==> src/sv/sce_pkg.sv <==
// Shared types, constants and tables for the softmax cross-entropy loss block.
// Used by sce_exp, sce_log, sce_dp, sce_ctrl, the top level and the testbench; depends on nothing.
package sce_pkg;

	localparam int MAX_CLASSES_DEF = 64;
	localparam int EXP_TABLE_BITS_DEF = 8;

	localparam logic [16:0] LOG2E_Q16 = 17'd94548;
	localparam logic [15:0] LN2_Q16 = 16'd45426;
	localparam logic [16:0] ONE_Q16 = 17'd65536;

	localparam logic [1:0] ERR_OK = 2'd0;
	localparam logic [1:0] ERR_TARGET = 2'd1;
	localparam logic [1:0] ERR_OVERFLOW = 2'd2;

	typedef enum logic [1:0] {
		OUT_OVF,
		OUT_TGT,
		OUT_LOSS,
		OUT_GRAD
	} out_kind_t;

	typedef struct packed {
		logic ld;
		logic ld_last;
		logic clr_run;
		logic idx_clr;
		logic idx_inc;
		logic rd_idx;
		logic rd_tgt;
		logic exp_start;
		logic sum_clr;
		logic sum_add;
		logic log_start;
		logic loss_cap;
		logic div_start;
		logic grad_mul;
		logic out_set;
		out_kind_t out_kind;
	} sce_cmd_t;

	typedef struct packed {
		logic ovf;
		logic tgt_bad;
		logic idx_last;
		logic grad_en;
		logic exp_done;
		logic log_done;
		logic div_done;
		logic out_valid;
	} sce_sts_t;

	// Factors 2^(-2^-m) in Q16, indexed by m - 1.
	function automatic logic [15:0] pow2_frac(input int idx);
		logic [15:0] v;
		case (idx)
			0: v = 16'd46341;
			1: v = 16'd55109;
			2: v = 16'd60097;
			3: v = 16'd62757;
			4: v = 16'd64132;
			5: v = 16'd64830;
			6: v = 16'd65182;
			7: v = 16'd65359;
			8: v = 16'd65447;
			9: v = 16'd65492;
			10: v = 16'd65514;
			default: v = 16'd65525;
		endcase
		return v;
	endfunction

endpackage

==> src/sv/sce_ifs.sv <==
// Valid/ready channel interfaces for logits in and results out.
// Standalone; no package dependency.
interface sce_logit_if;
	logic valid;
	logic ready;
	logic signed [15:0] logit;
	logic last_logit;
	logic [5:0] target_class;
	logic signed [15:0] loss_grad;
	modport source(output valid, logit, last_logit, target_class, loss_grad, input ready);
	modport sink(input valid, logit, last_logit, target_class, loss_grad, output ready);
endinterface

interface sce_result_if;
	logic valid;
	logic ready;
	logic [15:0] loss_value;
	logic signed [15:0] grad_value;
	logic [5:0] class_index;
	logic [1:0] error_code;
	logic last_result;
	modport source(output valid, loss_value, grad_value, class_index, error_code, last_result,
		input ready);
	modport sink(input valid, loss_value, grad_value, class_index, error_code, last_result,
		output ready);
endinterface

==> src/sv/sce_ram.sv <==
// Generic single-write, single-read RAM with registered read data.
// No dependencies.
module sce_ram #(
	parameter int WIDTH = 16,
	parameter int DEPTH = 64
) (
	input logic clk,
	input logic we,
	input logic [$clog2(DEPTH)-1:0] waddr,
	input logic [WIDTH-1:0] wdata,
	input logic re,
	input logic [$clog2(DEPTH)-1:0] raddr,
	output logic [WIDTH-1:0] rdata
);
	logic [WIDTH-1:0] mem_q [DEPTH];
	logic [WIDTH-1:0] rdata_q;

	always_ff @(posedge clk) begin
		if (we) begin
			mem_q[waddr] <= wdata;
		end
		if (re) begin
			rdata_q <= mem_q[raddr];
		end
	end

	assign rdata = rdata_q;
endmodule

==> src/sv/sce_exp.sv <==
// Iterative exp(-e) unit: base-2 exponent, one table factor per cycle, final shift.
// Depends on sce_pkg for constants and the factor table.
module sce_exp #(
	parameter int EXP_TABLE_BITS = sce_pkg::EXP_TABLE_BITS_DEF
) (
	input logic clk,
	input logic arst_n,
	input logic start,
	input logic [15:0] e,
	output logic done,
	output logic [16:0] result
);
	localparam int BW = $clog2(EXP_TABLE_BITS);

	typedef enum logic [1:0] {E_IDLE, E_MUL, E_ITER, E_SHIFT} exp_state_t;

	exp_state_t state_q;
	logic [15:0] e_q;
	logic [32:0] t_q;
	logic [16:0] p_q;
	logic [BW-1:0] b_q;
	logic done_q;
	logic [16:0] result_q;
	logic [8:0] k;
	logic [EXP_TABLE_BITS-1:0] frac;
	logic [33:0] pmul;

	assign k = t_q[32:24];
	assign frac = t_q[23 -: EXP_TABLE_BITS];
	assign pmul = 34'(p_q) * 34'(sce_pkg::pow2_frac(EXP_TABLE_BITS - 1 - int'(b_q)))
		+ 34'd32768;

	always_ff @(posedge clk or negedge arst_n) begin
		if (!arst_n) begin
			state_q <= E_IDLE;
			done_q <= 1'b0;
		end else begin
			done_q <= 1'b0;
			case (state_q)
				E_IDLE: begin
					if (start) begin
						state_q <= E_MUL;
					end
				end
				E_MUL: begin
					state_q <= E_ITER;
				end
				E_ITER: begin
					if (k > 9'd16) begin
						done_q <= 1'b1;
						state_q <= E_IDLE;
					end else if (b_q == BW'(EXP_TABLE_BITS - 1)) begin
						state_q <= E_SHIFT;
					end
				end
				E_SHIFT: begin
					done_q <= 1'b1;
					state_q <= E_IDLE;
				end
				default: state_q <= E_IDLE;
			endcase
		end
	end

	always_ff @(posedge clk) begin
		case (state_q)
			E_IDLE: begin
				e_q <= e;
			end
			E_MUL: begin
				t_q <= 33'(e_q) * 33'(sce_pkg::LOG2E_Q16);
				p_q <= sce_pkg::ONE_Q16;
				b_q <= '0;
			end
			E_ITER: begin
				if (k > 9'd16) begin
					result_q <= '0;
				end else begin
					if (frac[b_q]) begin
						p_q <= pmul[32:16];
					end
					b_q <= b_q + BW'(1);
				end
			end
			E_SHIFT: begin
				result_q <= p_q >> k[4:0];
			end
			default: ;
		endcase
	end

	assign done = done_q;
	assign result = result_q;
endmodule

==> src/sv/sce_log.sv <==
// Iterative natural log of a Q16 sum: leading-one search, 16 squaring rounds, ln scale.
// Depends on sce_pkg for the ln 2 constant.
module sce_log (
	input logic clk,
	input logic arst_n,
	input logic start,
	input logic [31:0] s,
	output logic done,
	output logic [15:0] ln
);
	typedef enum logic [2:0] {L_IDLE, L_NORM, L_SQ, L_LN, L_OUT} log_state_t;

	log_state_t state_q;
	logic [31:0] r_q;
	logic [3:0] ip_q;
	logic [16:0] m_q;
	logic [3:0] i_q;
	logic [15:0] frac_q;
	logic [35:0] lnp_q;
	logic [15:0] ln_q;
	logic done_q;
	logic [33:0] sq;

	assign sq = 34'(m_q) * 34'(m_q);

	always_ff @(posedge clk or negedge arst_n) begin
		if (!arst_n) begin
			state_q <= L_IDLE;
			done_q <= 1'b0;
		end else begin
			done_q <= 1'b0;
			case (state_q)
				L_IDLE: if (start) state_q <= L_NORM;
				L_NORM: if (r_q[31:17] == '0) state_q <= L_SQ;
				L_SQ: if (i_q == 4'd15) state_q <= L_LN;
				L_LN: state_q <= L_OUT;
				L_OUT: begin
					done_q <= 1'b1;
					state_q <= L_IDLE;
				end
				default: state_q <= L_IDLE;
			endcase
		end
	end

	always_ff @(posedge clk) begin
		case (state_q)
			L_IDLE: begin
				r_q <= s;
				ip_q <= '0;
			end
			L_NORM: begin
				if (r_q[31:17] != '0) begin
					r_q <= r_q >> 1;
					ip_q <= ip_q + 4'd1;
				end else begin
					m_q <= r_q[16:0];
					i_q <= '0;
					frac_q <= '0;
				end
			end
			L_SQ: begin
				if (sq[33]) begin
					m_q <= sq[33:17];
					frac_q[~i_q] <= 1'b1;
				end else begin
					m_q <= sq[32:16];
				end
				i_q <= i_q + 4'd1;
			end
			L_LN: begin
				lnp_q <= 36'({ip_q, frac_q}) * 36'(sce_pkg::LN2_Q16) + 36'(1 << 23);
			end
			L_OUT: begin
				ln_q <= 16'(lnp_q >> 24);
			end
			default: ;
		endcase
	end

	assign done = done_q;
	assign ln = ln_q;
endmodule

==> src/sv/sce_div.sv <==
// Restoring divider, one quotient bit per cycle, for the softmax probability.
// No dependencies.
module sce_div (
	input logic clk,
	input logic arst_n,
	input logic start,
	input logic [32:0] num,
	input logic [31:0] den,
	output logic done,
	output logic [16:0] quo
);
	typedef enum logic {D_IDLE, D_RUN} div_state_t;

	div_state_t state_q;
	logic [32:0] num_q;
	logic [31:0] den_q;
	logic [31:0] rem_q;
	logic [16:0] quo_q;
	logic [5:0] cnt_q;
	logic done_q;
	logic [32:0] trial;
	logic take;

	assign trial = {rem_q, num_q[32]};
	assign take = trial >= 33'(den_q);

	always_ff @(posedge clk or negedge arst_n) begin
		if (!arst_n) begin
			state_q <= D_IDLE;
			done_q <= 1'b0;
		end else begin
			done_q <= 1'b0;
			case (state_q)
				D_IDLE: if (start) state_q <= D_RUN;
				D_RUN: begin
					if (cnt_q == 6'd32) begin
						done_q <= 1'b1;
						state_q <= D_IDLE;
					end
				end
				default: state_q <= D_IDLE;
			endcase
		end
	end

	always_ff @(posedge clk) begin
		case (state_q)
			D_IDLE: begin
				num_q <= num;
				den_q <= den;
				rem_q <= '0;
				cnt_q <= '0;
			end
			D_RUN: begin
				rem_q <= take ? 32'(trial - 33'(den_q)) : trial[31:0];
				quo_q <= {quo_q[15:0], take};
				num_q <= num_q << 1;
				cnt_q <= cnt_q + 6'd1;
			end
			default: ;
		endcase
	end

	assign done = done_q;
	assign quo = quo_q;
endmodule

==> src/sv/sce_dp.sv <==
// Datapath: logit store, run registers, exp/log/divide units, gradient and result register.
// Depends on sce_pkg, sce_ram, sce_exp, sce_log and sce_div.
module sce_dp #(
	parameter int MAX_CLASSES = sce_pkg::MAX_CLASSES_DEF,
	parameter int EXP_TABLE_BITS = sce_pkg::EXP_TABLE_BITS_DEF
) (
	input logic clk,
	input logic arst_n,
	input logic cfg_we,
	input logic cfg_wdata,
	input logic signed [15:0] logit,
	input logic [5:0] target_class,
	input logic signed [15:0] loss_grad,
	input sce_pkg::sce_cmd_t cmd,
	output sce_pkg::sce_sts_t sts,
	input logic out_ready,
	output logic out_valid,
	output logic [15:0] loss_value,
	output logic signed [15:0] grad_value,
	output logic [5:0] class_index,
	output logic [1:0] error_code,
	output logic last_result
);
	localparam int IW = $clog2(MAX_CLASSES);
	localparam int CW = $clog2(MAX_CLASSES + 1);
	localparam int TW = (CW > 6) ? CW : 6;

	logic [CW-1:0] count_q;
	logic signed [15:0] max_q;
	logic ovf_q;
	logic grad_en_q;
	logic [31:0] sum_q;
	logic [IW-1:0] idx_q;
	logic [5:0] tgt_q;
	logic signed [15:0] up_q;
	logic [15:0] loss_q;
	logic signed [34:0] prod_q;
	logic out_valid_q;
	logic [15:0] loss_out_q;
	logic signed [15:0] grad_out_q;
	logic [5:0] cls_out_q;
	logic [1:0] err_out_q;
	logic last_out_q;

	logic room;
	logic ram_we;
	logic [IW-1:0] raddr;
	logic [15:0] ram_rdata;
	logic signed [15:0] x_rd;
	logic [16:0] diff;
	logic [17:0] lsum;
	logic [16:0] ev;
	logic exp_done;
	logic [15:0] ln;
	logic log_done;
	logic [16:0] quo;
	logic div_done;
	logic is_tgt;
	logic signed [17:0] g;
	logic signed [18:0] q19;
	logic signed [15:0] grad_sat;
	logic idx_last;

	assign room = count_q < CW'(MAX_CLASSES);
	assign ram_we = cmd.ld && room;
	assign raddr = cmd.rd_tgt ? IW'(tgt_q) : idx_q;
	assign x_rd = signed'(ram_rdata);
	assign diff = {max_q[15], max_q} - {x_rd[15], x_rd};
	assign lsum = 18'(diff) + 18'(ln);
	assign is_tgt = idx_q == IW'(tgt_q);
	assign g = signed'({1'b0, quo}) - (is_tgt ? 18'sd65536 : 18'sd0);
	assign q19 = prod_q[34:16];
	assign idx_last = (CW'(idx_q) + CW'(1)) == count_q;

	always_comb begin
		if (q19 > 19'sd32767) begin
			grad_sat = 16'sh7FFF;
		end else if (q19 < -19'sd32768) begin
			grad_sat = -16'sh8000;
		end else begin
			grad_sat = q19[15:0];
		end
	end

	sce_ram #(
		.WIDTH(16),
		.DEPTH(MAX_CLASSES)
	) u_ram (
		.clk(clk),
		.we(ram_we),
		.waddr(count_q[IW-1:0]),
		.wdata(logit),
		.re(cmd.rd_idx || cmd.rd_tgt),
		.raddr(raddr),
		.rdata(ram_rdata)
	);

	sce_exp #(
		.EXP_TABLE_BITS(EXP_TABLE_BITS)
	) u_exp (
		.clk(clk),
		.arst_n(arst_n),
		.start(cmd.exp_start),
		.e(diff[15:0]),
		.done(exp_done),
		.result(ev)
	);

	sce_log u_log (
		.clk(clk),
		.arst_n(arst_n),
		.start(cmd.log_start),
		.s(sum_q),
		.done(log_done),
		.ln(ln)
	);

	sce_div u_div (
		.clk(clk),
		.arst_n(arst_n),
		.start(cmd.div_start),
		.num({ev, 16'h0000} + 33'(sum_q[31:1])),
		.den(sum_q),
		.done(div_done),
		.quo(quo)
	);

	always_ff @(posedge clk or negedge arst_n) begin
		if (!arst_n) begin
			count_q <= '0;
			max_q <= -16'sh8000;
			ovf_q <= 1'b0;
			grad_en_q <= 1'b1;
			sum_q <= '0;
			out_valid_q <= 1'b0;
		end else begin
			if (cfg_we) begin
				grad_en_q <= cfg_wdata;
			end
			if (cmd.clr_run) begin
				count_q <= '0;
				max_q <= -16'sh8000;
				ovf_q <= 1'b0;
				sum_q <= '0;
			end else if (cmd.ld) begin
				if (room) begin
					count_q <= count_q + CW'(1);
					if (logit > max_q) begin
						max_q <= logit;
					end
				end else begin
					ovf_q <= 1'b1;
				end
			end
			if (cmd.sum_clr) begin
				sum_q <= '0;
			end else if (cmd.sum_add) begin
				sum_q <= sum_q + 32'(ev);
			end
			if (cmd.out_set) begin
				out_valid_q <= 1'b1;
			end else if (out_ready) begin
				out_valid_q <= 1'b0;
			end
		end
	end

	always_ff @(posedge clk) begin
		if (cmd.ld_last) begin
			tgt_q <= target_class;
			up_q <= loss_grad;
		end
		if (cmd.idx_clr) begin
			idx_q <= '0;
		end else if (cmd.idx_inc) begin
			idx_q <= idx_q + IW'(1);
		end
		if (cmd.loss_cap) begin
			loss_q <= (lsum > 18'd65535) ? 16'hFFFF : lsum[15:0];
		end
		if (cmd.grad_mul) begin
			prod_q <= 35'(g) * 35'(up_q) + 35'sd32768;
		end
		if (cmd.out_set) begin
			case (cmd.out_kind)
				sce_pkg::OUT_OVF: begin
					loss_out_q <= '0;
					grad_out_q <= '0;
					cls_out_q <= '0;
					err_out_q <= sce_pkg::ERR_OVERFLOW;
					last_out_q <= 1'b1;
				end
				sce_pkg::OUT_TGT: begin
					loss_out_q <= '0;
					grad_out_q <= '0;
					cls_out_q <= '0;
					err_out_q <= sce_pkg::ERR_TARGET;
					last_out_q <= 1'b1;
				end
				sce_pkg::OUT_LOSS: begin
					loss_out_q <= loss_q;
					grad_out_q <= '0;
					cls_out_q <= '0;
					err_out_q <= sce_pkg::ERR_OK;
					last_out_q <= 1'b1;
				end
				default: begin
					loss_out_q <= loss_q;
					grad_out_q <= grad_sat;
					cls_out_q <= 6'(idx_q);
					err_out_q <= sce_pkg::ERR_OK;
					last_out_q <= idx_last;
				end
			endcase
		end
	end

	assign sts.ovf = ovf_q;
	assign sts.tgt_bad = TW'(tgt_q) >= TW'(count_q);
	assign sts.idx_last = idx_last;
	assign sts.grad_en = grad_en_q;
	assign sts.exp_done = exp_done;
	assign sts.log_done = log_done;
	assign sts.div_done = div_done;
	assign sts.out_valid = out_valid_q;

	assign out_valid = out_valid_q;
	assign loss_value = loss_out_q;
	assign grad_value = grad_out_q;
	assign class_index = cls_out_q;
	assign error_code = err_out_q;
	assign last_result = last_out_q;
endmodule

==> src/sv/sce_ctrl.sv <==
// Controller state machine that sequences loading, the exp sum, log, loss and gradient passes.
// Depends on sce_pkg for the command and status structs.
module sce_ctrl (
	input logic clk,
	input logic arst_n,
	input logic in_valid,
	input logic in_last,
	output logic in_ready,
	input sce_pkg::sce_sts_t sts,
	output sce_pkg::sce_cmd_t cmd
);
	typedef enum logic [3:0] {
		S_LOAD,
		S_CHECK,
		S_SUM_RD,
		S_SUM_EXP,
		S_SUM_WAIT,
		S_LOG,
		S_LOG_WAIT,
		S_LOSS,
		S_LOSS_OUT,
		S_GRD_RD,
		S_GRD_EXP,
		S_GRD_WAIT,
		S_GRD_DIV,
		S_GRD_OUT,
		S_GRD_EMIT,
		S_EMIT_END
	} ctrl_state_t;

	ctrl_state_t state_q;
	ctrl_state_t state_d;

	always_comb begin
		state_d = state_q;
		cmd = '0;
		case (state_q)
			S_LOAD: begin
				if (in_valid) begin
					cmd.ld = 1'b1;
					if (in_last) begin
						cmd.ld_last = 1'b1;
						state_d = S_CHECK;
					end
				end
			end
			S_CHECK: begin
				if (sts.ovf) begin
					cmd.out_set = 1'b1;
					cmd.out_kind = sce_pkg::OUT_OVF;
					state_d = S_EMIT_END;
				end else if (sts.tgt_bad) begin
					cmd.out_set = 1'b1;
					cmd.out_kind = sce_pkg::OUT_TGT;
					state_d = S_EMIT_END;
				end else begin
					cmd.idx_clr = 1'b1;
					cmd.sum_clr = 1'b1;
					state_d = S_SUM_RD;
				end
			end
			S_SUM_RD: begin
				cmd.rd_idx = 1'b1;
				state_d = S_SUM_EXP;
			end
			S_SUM_EXP: begin
				cmd.exp_start = 1'b1;
				state_d = S_SUM_WAIT;
			end
			S_SUM_WAIT: begin
				if (sts.exp_done) begin
					cmd.sum_add = 1'b1;
					if (sts.idx_last) begin
						state_d = S_LOG;
					end else begin
						cmd.idx_inc = 1'b1;
						state_d = S_SUM_RD;
					end
				end
			end
			S_LOG: begin
				cmd.log_start = 1'b1;
				state_d = S_LOG_WAIT;
			end
			S_LOG_WAIT: begin
				if (sts.log_done) begin
					cmd.rd_tgt = 1'b1;
					state_d = S_LOSS;
				end
			end
			S_LOSS: begin
				cmd.loss_cap = 1'b1;
				if (sts.grad_en) begin
					cmd.idx_clr = 1'b1;
					state_d = S_GRD_RD;
				end else begin
					state_d = S_LOSS_OUT;
				end
			end
			S_LOSS_OUT: begin
				cmd.out_set = 1'b1;
				cmd.out_kind = sce_pkg::OUT_LOSS;
				state_d = S_EMIT_END;
			end
			S_GRD_RD: begin
				cmd.rd_idx = 1'b1;
				state_d = S_GRD_EXP;
			end
			S_GRD_EXP: begin
				cmd.exp_start = 1'b1;
				state_d = S_GRD_WAIT;
			end
			S_GRD_WAIT: begin
				if (sts.exp_done) begin
					cmd.div_start = 1'b1;
					state_d = S_GRD_DIV;
				end
			end
			S_GRD_DIV: begin
				if (sts.div_done) begin
					cmd.grad_mul = 1'b1;
					state_d = S_GRD_OUT;
				end
			end
			S_GRD_OUT: begin
				cmd.out_set = 1'b1;
				cmd.out_kind = sce_pkg::OUT_GRAD;
				state_d = S_GRD_EMIT;
			end
			S_GRD_EMIT: begin
				if (!sts.out_valid) begin
					if (sts.idx_last) begin
						cmd.clr_run = 1'b1;
						state_d = S_LOAD;
					end else begin
						cmd.idx_inc = 1'b1;
						state_d = S_GRD_RD;
					end
				end
			end
			S_EMIT_END: begin
				if (!sts.out_valid) begin
					cmd.clr_run = 1'b1;
					state_d = S_LOAD;
				end
			end
			default: state_d = S_LOAD;
		endcase
	end

	always_ff @(posedge clk or negedge arst_n) begin
		if (!arst_n) begin
			state_q <= S_LOAD;
		end else begin
			state_q <= state_d;
		end
	end

	assign in_ready = state_q == S_LOAD;
endmodule

==> src/sv/softmax_cross_entropy_loss.sv <==
// Softmax cross-entropy loss with per-class gradient, Q8.8 fixed point.
// Loading takes one logit per cycle. After the last logit, the exp pass runs the exp unit
// once per class, then the log unit runs once with a normalizing shift search, and each
// gradient runs the exp unit and then the 33-step divider.
// Reset clears the run state, sets the gradient enable (grad_en) to 1 and leaves the logit store undefined.
module softmax_cross_entropy_loss #(
	parameter int MAX_CLASSES = sce_pkg::MAX_CLASSES_DEF,
	parameter int EXP_TABLE_BITS = sce_pkg::EXP_TABLE_BITS_DEF
) (
	input logic clk,
	input logic arst_n,
	input logic cfg_we,
	input logic cfg_wdata,
	sce_logit_if.sink logits,
	sce_result_if.source results
);
	sce_pkg::sce_cmd_t cmd;
	sce_pkg::sce_sts_t sts;

	sce_ctrl u_ctrl (
		.clk(clk),
		.arst_n(arst_n),
		.in_valid(logits.valid),
		.in_last(logits.last_logit),
		.in_ready(logits.ready),
		.sts(sts),
		.cmd(cmd)
	);

	sce_dp #(
		.MAX_CLASSES(MAX_CLASSES),
		.EXP_TABLE_BITS(EXP_TABLE_BITS)
	) u_dp (
		.clk(clk),
		.arst_n(arst_n),
		.cfg_we(cfg_we),
		.cfg_wdata(cfg_wdata),
		.logit(logits.logit),
		.target_class(logits.target_class),
		.loss_grad(logits.loss_grad),
		.cmd(cmd),
		.sts(sts),
		.out_ready(results.ready),
		.out_valid(results.valid),
		.loss_value(results.loss_value),
		.grad_value(results.grad_value),
		.class_index(results.class_index),
		.error_code(results.error_code),
		.last_result(results.last_result)
	);

`ifndef SYNTHESIS
	a_no_overlap: assert property (@(posedge clk) disable iff (!arst_n)
		!(logits.ready && results.valid))
		else $error("Input accepted while a result is pending.");

	a_err_last: assert property (@(posedge clk) disable iff (!arst_n)
		results.valid && results.error_code != sce_pkg::ERR_OK |-> results.last_result)
		else $error("Error result not marked as the last result.");

	a_last_stops: assert property (@(posedge clk) disable iff (!arst_n)
		logits.valid && logits.ready && logits.last_logit |=> !logits.ready)
		else $error("Input still ready after the last logit.");
`endif
endmodule

==> src/flat_wrapper.sv <==
// flat-port wrapper written by rule: the top's interface ports become plain ports
module softmax_cross_entropy_loss_flat 
#(
	parameter int MAX_CLASSES = sce_pkg::MAX_CLASSES_DEF,
	parameter int EXP_TABLE_BITS = sce_pkg::EXP_TABLE_BITS_DEF
)
  (clk, arst_n, cfg_we, cfg_wdata, logits_valid, logits_logit, logits_last_logit, logits_target_class, logits_loss_grad, logits_ready, results_valid, results_loss_value, results_grad_value, results_class_index, results_error_code, results_last_result, results_ready);
  sce_logit_if logits_i ();
  sce_result_if results_i ();
  input logic clk;
  input logic arst_n;
  input logic cfg_we;
  input logic cfg_wdata;
  input wire logic [$bits(logits_i.valid)-1:0] logits_valid;
  input wire logic [$bits(logits_i.logit)-1:0] logits_logit;
  input wire logic [$bits(logits_i.last_logit)-1:0] logits_last_logit;
  input wire logic [$bits(logits_i.target_class)-1:0] logits_target_class;
  input wire logic [$bits(logits_i.loss_grad)-1:0] logits_loss_grad;
  output wire logic [$bits(logits_i.ready)-1:0] logits_ready;
  output wire logic [$bits(results_i.valid)-1:0] results_valid;
  output wire logic [$bits(results_i.loss_value)-1:0] results_loss_value;
  output wire logic [$bits(results_i.grad_value)-1:0] results_grad_value;
  output wire logic [$bits(results_i.class_index)-1:0] results_class_index;
  output wire logic [$bits(results_i.error_code)-1:0] results_error_code;
  output wire logic [$bits(results_i.last_result)-1:0] results_last_result;
  input wire logic [$bits(results_i.ready)-1:0] results_ready;
  assign logits_i.valid = logits_valid;
  assign logits_i.logit = logits_logit;
  assign logits_i.last_logit = logits_last_logit;
  assign logits_i.target_class = logits_target_class;
  assign logits_i.loss_grad = logits_loss_grad;
  assign logits_ready = logits_i.ready;
  assign results_valid = results_i.valid;
  assign results_loss_value = results_i.loss_value;
  assign results_grad_value = results_i.grad_value;
  assign results_class_index = results_i.class_index;
  assign results_error_code = results_i.error_code;
  assign results_last_result = results_i.last_result;
  assign results_i.ready = results_ready;
  softmax_cross_entropy_loss #(.MAX_CLASSES(MAX_CLASSES), .EXP_TABLE_BITS(EXP_TABLE_BITS)) u_core (.clk(clk), .arst_n(arst_n), .cfg_we(cfg_we), .cfg_wdata(cfg_wdata), .logits(logits_i), .results(results_i));
endmodule
==> config.mk <==
export PLATFORM = sky130hd
export DESIGN_NAME = softmax_cross_entropy_loss_flat
export DESIGN_NICKNAME = d
export VERILOG_FILES = /design/src/sv/sce_pkg.sv /design/src/sv/sce_ifs.sv /design/src/sv/sce_ram.sv /design/src/sv/sce_exp.sv /design/src/sv/sce_log.sv /design/src/sv/sce_div.sv /design/src/sv/sce_dp.sv /design/src/sv/sce_ctrl.sv /design/src/sv/softmax_cross_entropy_loss.sv /design/src/flat_wrapper.sv
export SDC_FILE = /design/constraint.sdc
export NUM_CORES = 2
export LEC_CHECK = 0
export BUFFER_PORTS_ARGS = -buffer_cell sky130_fd_sc_hd__buf_2
export CORE_ASPECT_RATIO = 2
export CORE_MARGIN = 2
export CORE_UTILIZATION = 63
export CTS_CLUSTER_DIAMETER = 150
export DETAILED_ROUTE_END_ITERATION = 8
export PLACE_DENSITY = 0.82
export SETUP_SLACK_MARGIN = 0.2
export SLEW_MARGIN = 20
export SYNTH_ARGS = -nofsm -noshare
export SYNTH_HDL_FRONTEND = slang
export SYNTH_SLANG_ARGS = --single-unit
==> constraint.sdc <==
create_clock -name clk -period 10.8 [get_ports clk]
set_clock_uncertainty 0.1 [all_clocks]
set_input_delay 2.16 -clock clk [delete_from_list [all_inputs] [get_ports clk]]
set_output_delay 2.16 -clock clk [all_outputs]
set_load 0.01 [all_outputs]
==> results.yml <==
status:
  status: "completed"
sta:
  hold_viol_final: 0
  min_period_ns: 8.57
  timing.slew.headroom: 0.194
  final-setup-viol-count: 0
  setup_tns_ns: 0
  finalCritPeriodShare: 0.794
  clock.fmax_ghz: 0.117
  worst_pin_slew_ns: 1.21
  maxSlewViolCount: 0
  rsz0062_at_grt: "false"
clock_network:
  cts_setup_buffers: 0
  cts.sinks: 1502
  htree_num_levels: 4
  cts.path.max_buffers: 4
  clkLatencyLatePin_ns: 0.83
  hold_buffers: 0
  root_buffer: "clkbuf_16"
  clk_pin_slew_ns: 0.07
  cts_tree: "built"
  numCtsBuffers: 140
  cts_resized: 0
synth:
  syn_nets: 10400
  post-synth-top-area-fraction: 0.407
  synth-compound-area-share: 0.0984
  ys_seq_area_frac: 0.440
  synth.area.top_cells: "edfxtp_1 (41%), fa_1 (17%), ha_1 (8.9%), inv_1 (4.8%), nand2_1 (4.3%)"
  synth_top_family_by_area: "adder cells"
  synth.mux.area_fraction: 0.00605
  synth-seq-cells: 1502
  synthCells: 8822
  synth_edf_count: 1354
  synthAdderAreaFrac: 0.262
  synth.distinct_cells: 101
  ys.flop_type: "edfxtp_1"
  synth-async-reset-ratio: 0.0473
  yosys.area_share.simple: 0.111
  synth_top_area_cell: "edfxtp_1"
  avgSynthCellArea_um2: 11.3
  ys_warn_count: 0
  synth_xor_area_frac: 0.0178
  syn_area_um2: 99900
global_route:
  track_usage: 0.324
  grt_pass1_vias: 72100
  overflow: 0
  antenna_found_initial: 4
  grt_pass1_wl_um: 399000
  grt_max_degree: 193
die:
  die_y_um: 567
  dieArea_um2: 162000
  std_cell_rows: 206
  start_util: 0.634
  dieWidth_um: 286
  coreArea_um2: 157000
  ios: 88
final_layout:
  finalNetCount: 10400
  drive_above_1_share: 0.0583
  final_common_cell: "edfxtp_1"
  area_delta_synth_final_pct: 6.92
  mostFrequentLayoutCells: "edfxtp_1 (1354), inv_1 (1289), nand2_1 (1154)"
route:
  finalWirelength_um: 260000
  viasPerCell: 6.15
  dr_total_vias: 67300
  final_antenna_net_count: 0
  drc: 0
  drt-pass1-iter-count: 8
  wl_per_cell_um: 23.8
  drt_iter0_markers: 5542
critical_path:
  cpMostUsedCell: "fa_1"
  required_ns: 11.07
  regToRegSetupSlack_ns: 2.23
  worstSetupPathType: "flop to flop"
  rr_startpoint: "u_core.u_dp.u_log.m_q[2]$_DFFE_PP_"
  critPathSlowestCell: "edfxtp_1"
  worstPathCellList: "nand2_1, fa_1, inv_1, fa_1, inv_1, fa_1, fa_1, inv_1, fa_1, inv_1, fa_1, inv_1, ha_1, a21o_1, a211oi_1, o21ai_0, a211o_1, o211ai_1, o31a_1, a211oi_2, o211a_1, nor3_4, nand2_1, and2_1"
  worst_setup_path_end_kind: "flop"
  cp_data_arrival_time_ns: 8.85
  critPathLaunchType: "flop"
  critPathMaxFanout: 27
  max_stage_delay_ns: 0.80
  startpoint: "u_core.u_dp.u_log.m_q[2]$_DFFE_PP_"
min_path:
  hp-class: "flop to flop"
  worstHoldStart: "u_core.u_dp.u_log.lnp_q[30]$_DFFE_PP_"
place:
  port_buffers: 87
  place_congestion: 0.965
  place_hpwl_um: 187000
job:
  drv_cap: 0
## metrics by stage
step            util  cells  setup slack, ns  instance area [µm²]  hold WS (ns)
3_5_place_dp   0.651  10700             2.28               102000         0.305
3_3_place_gp   0.651  10700             2.40               102000         0.303
4_1_cts        0.678  10900             2.28               107000         0.267
2_1_floorplan      -   8822             3.32                99900         0.300
5_1_grt        0.678  10900             1.73               107000         0.286
6_report       0.678  10900             2.23               107000         0.270
## synthesized netlist by cell type (47+ instances only)
cell type  instances
nor2_1           306
inv_1           1290
a31oi_1          155
nor3_1            58
a21oi_1          316
o21a_1            47
dfxtp_1           77
nor2b_1           83
fa_1             861
nand2_1         1154
ha_1             713
a21o_1            73
nand2b_1          55
edfxtp_1        1354
buf_2             49
dfrtp_1           69
a311oi_1         132
nand3_1           64
a211oi_1         400
clkbuf_1         333
o21ai_0          130
and2_1           467
xor2_1            67
xnor2_1          136
## cell families after synthesis
family	Yosys count
buffers and inverters	1697
and+or+nand+nor	2364
AOI/OAI and AO/OA	1432
adders and majority gates	1574
DFF	1502
xor gates and xnor gates	203
muxes	50
## path summary, 6_finish.rpt
path | to | cells after the start
max reg2reg | u_core.u_dp.u_log.frac_q[2]$_SDFFCE_PN0P_ | 24
min | u_core.u_dp.u_log.ln[6]$_DFFE_PP_ | 0
max | u_core.u_dp.u_log.frac_q[2]$_SDFFCE_PN0P_ | 24
max in group asynchronous | u_core.u_dp.u_div.state_q$_DFF_PN0_ | 2
min reg2reg | u_core.u_dp.u_log.ln[6]$_DFFE_PP_ | 0
min in group asynchronous | u_core.u_dp.out_valid$_DFFE_PN0P_ | 1
## layout make-up
cell class | instances | area, µm²
inverters | 1291 | 4850
flip-flops and latches | 1502 | 44000
clock inverters | 73 | 583
fillers | 11100 | 50700
multi-input cells | 5623 | 49700
repair buffers | 207 | 1410
well taps | 2080 | 2600
clock buffers | 165 | 3660
diodes | 2 | 5.00
## registers in the layout (all words and copies together) (netlist names), 12 cells and up
signal                    flops
u_core.u_dp.u_exp.result     17
u_core.u_dp.u_div.rem_q      32
u_core.u_dp.loss_value       16
u_core.u_dp.u_log.frac_q     16
u_core.u_dp.u_log.lnp_q      12
u_core.u_dp.u_div.den_q      32
u_core.u_dp.loss_q           16
u_core.u_dp.u_log.r_q        32
u_core.u_dp.up_q             16
u_core.u_dp.prod_q           19
u_core.u_dp.u_exp.e_q        16
u_core.u_dp.u_exp.p_q        17
u_core.u_dp.u_div.quo        17
u_core.u_dp.u_log.ln         12
u_core.u_dp.u_ram.rdata      16
u_core.u_dp.grad_value       16
u_core.u_dp.max_q            16
u_core.u_dp.u_exp.t_q        17
u_core.u_dp.u_log.m_q        17
u_core.u_dp.u_ram.mem_q    1024
u_core.u_dp.sum_q            32
u_core.u_dp.u_div.num_q      33
## per-layer routing
| metal | up-vias | wire length [µm] | global-route usage |
|---|---|---|---|
| li1 | 29800 | - | - |
| met1 | 33500 | 79400 | 0.316 |
| met2 | 2953 | 137000 | 0.585 |
| met3 | 1101 | 16900 | 0.0522 |
| met4 | 4 | 27000 | 0.288 |
| met5 | - | 24 | 0 |
## critical path, delay by kind of cell, from the launching register on
| family | cells | cell delay, ns |
|---|---|---|
| buffers and inverters | 5 | 0.29 |
| and+or+nand+nor | 4 | 1.80 |
| DFF | 1 | 0.80 |
| adders and majority gates | 7 | 3.24 |
| AOI/OAI and AO/OA | 8 | 1.96 |
Power is left out: the tool's default activity adds up to more than one toggle a clock period on the data nets, which glitch-free logic cannot reach.
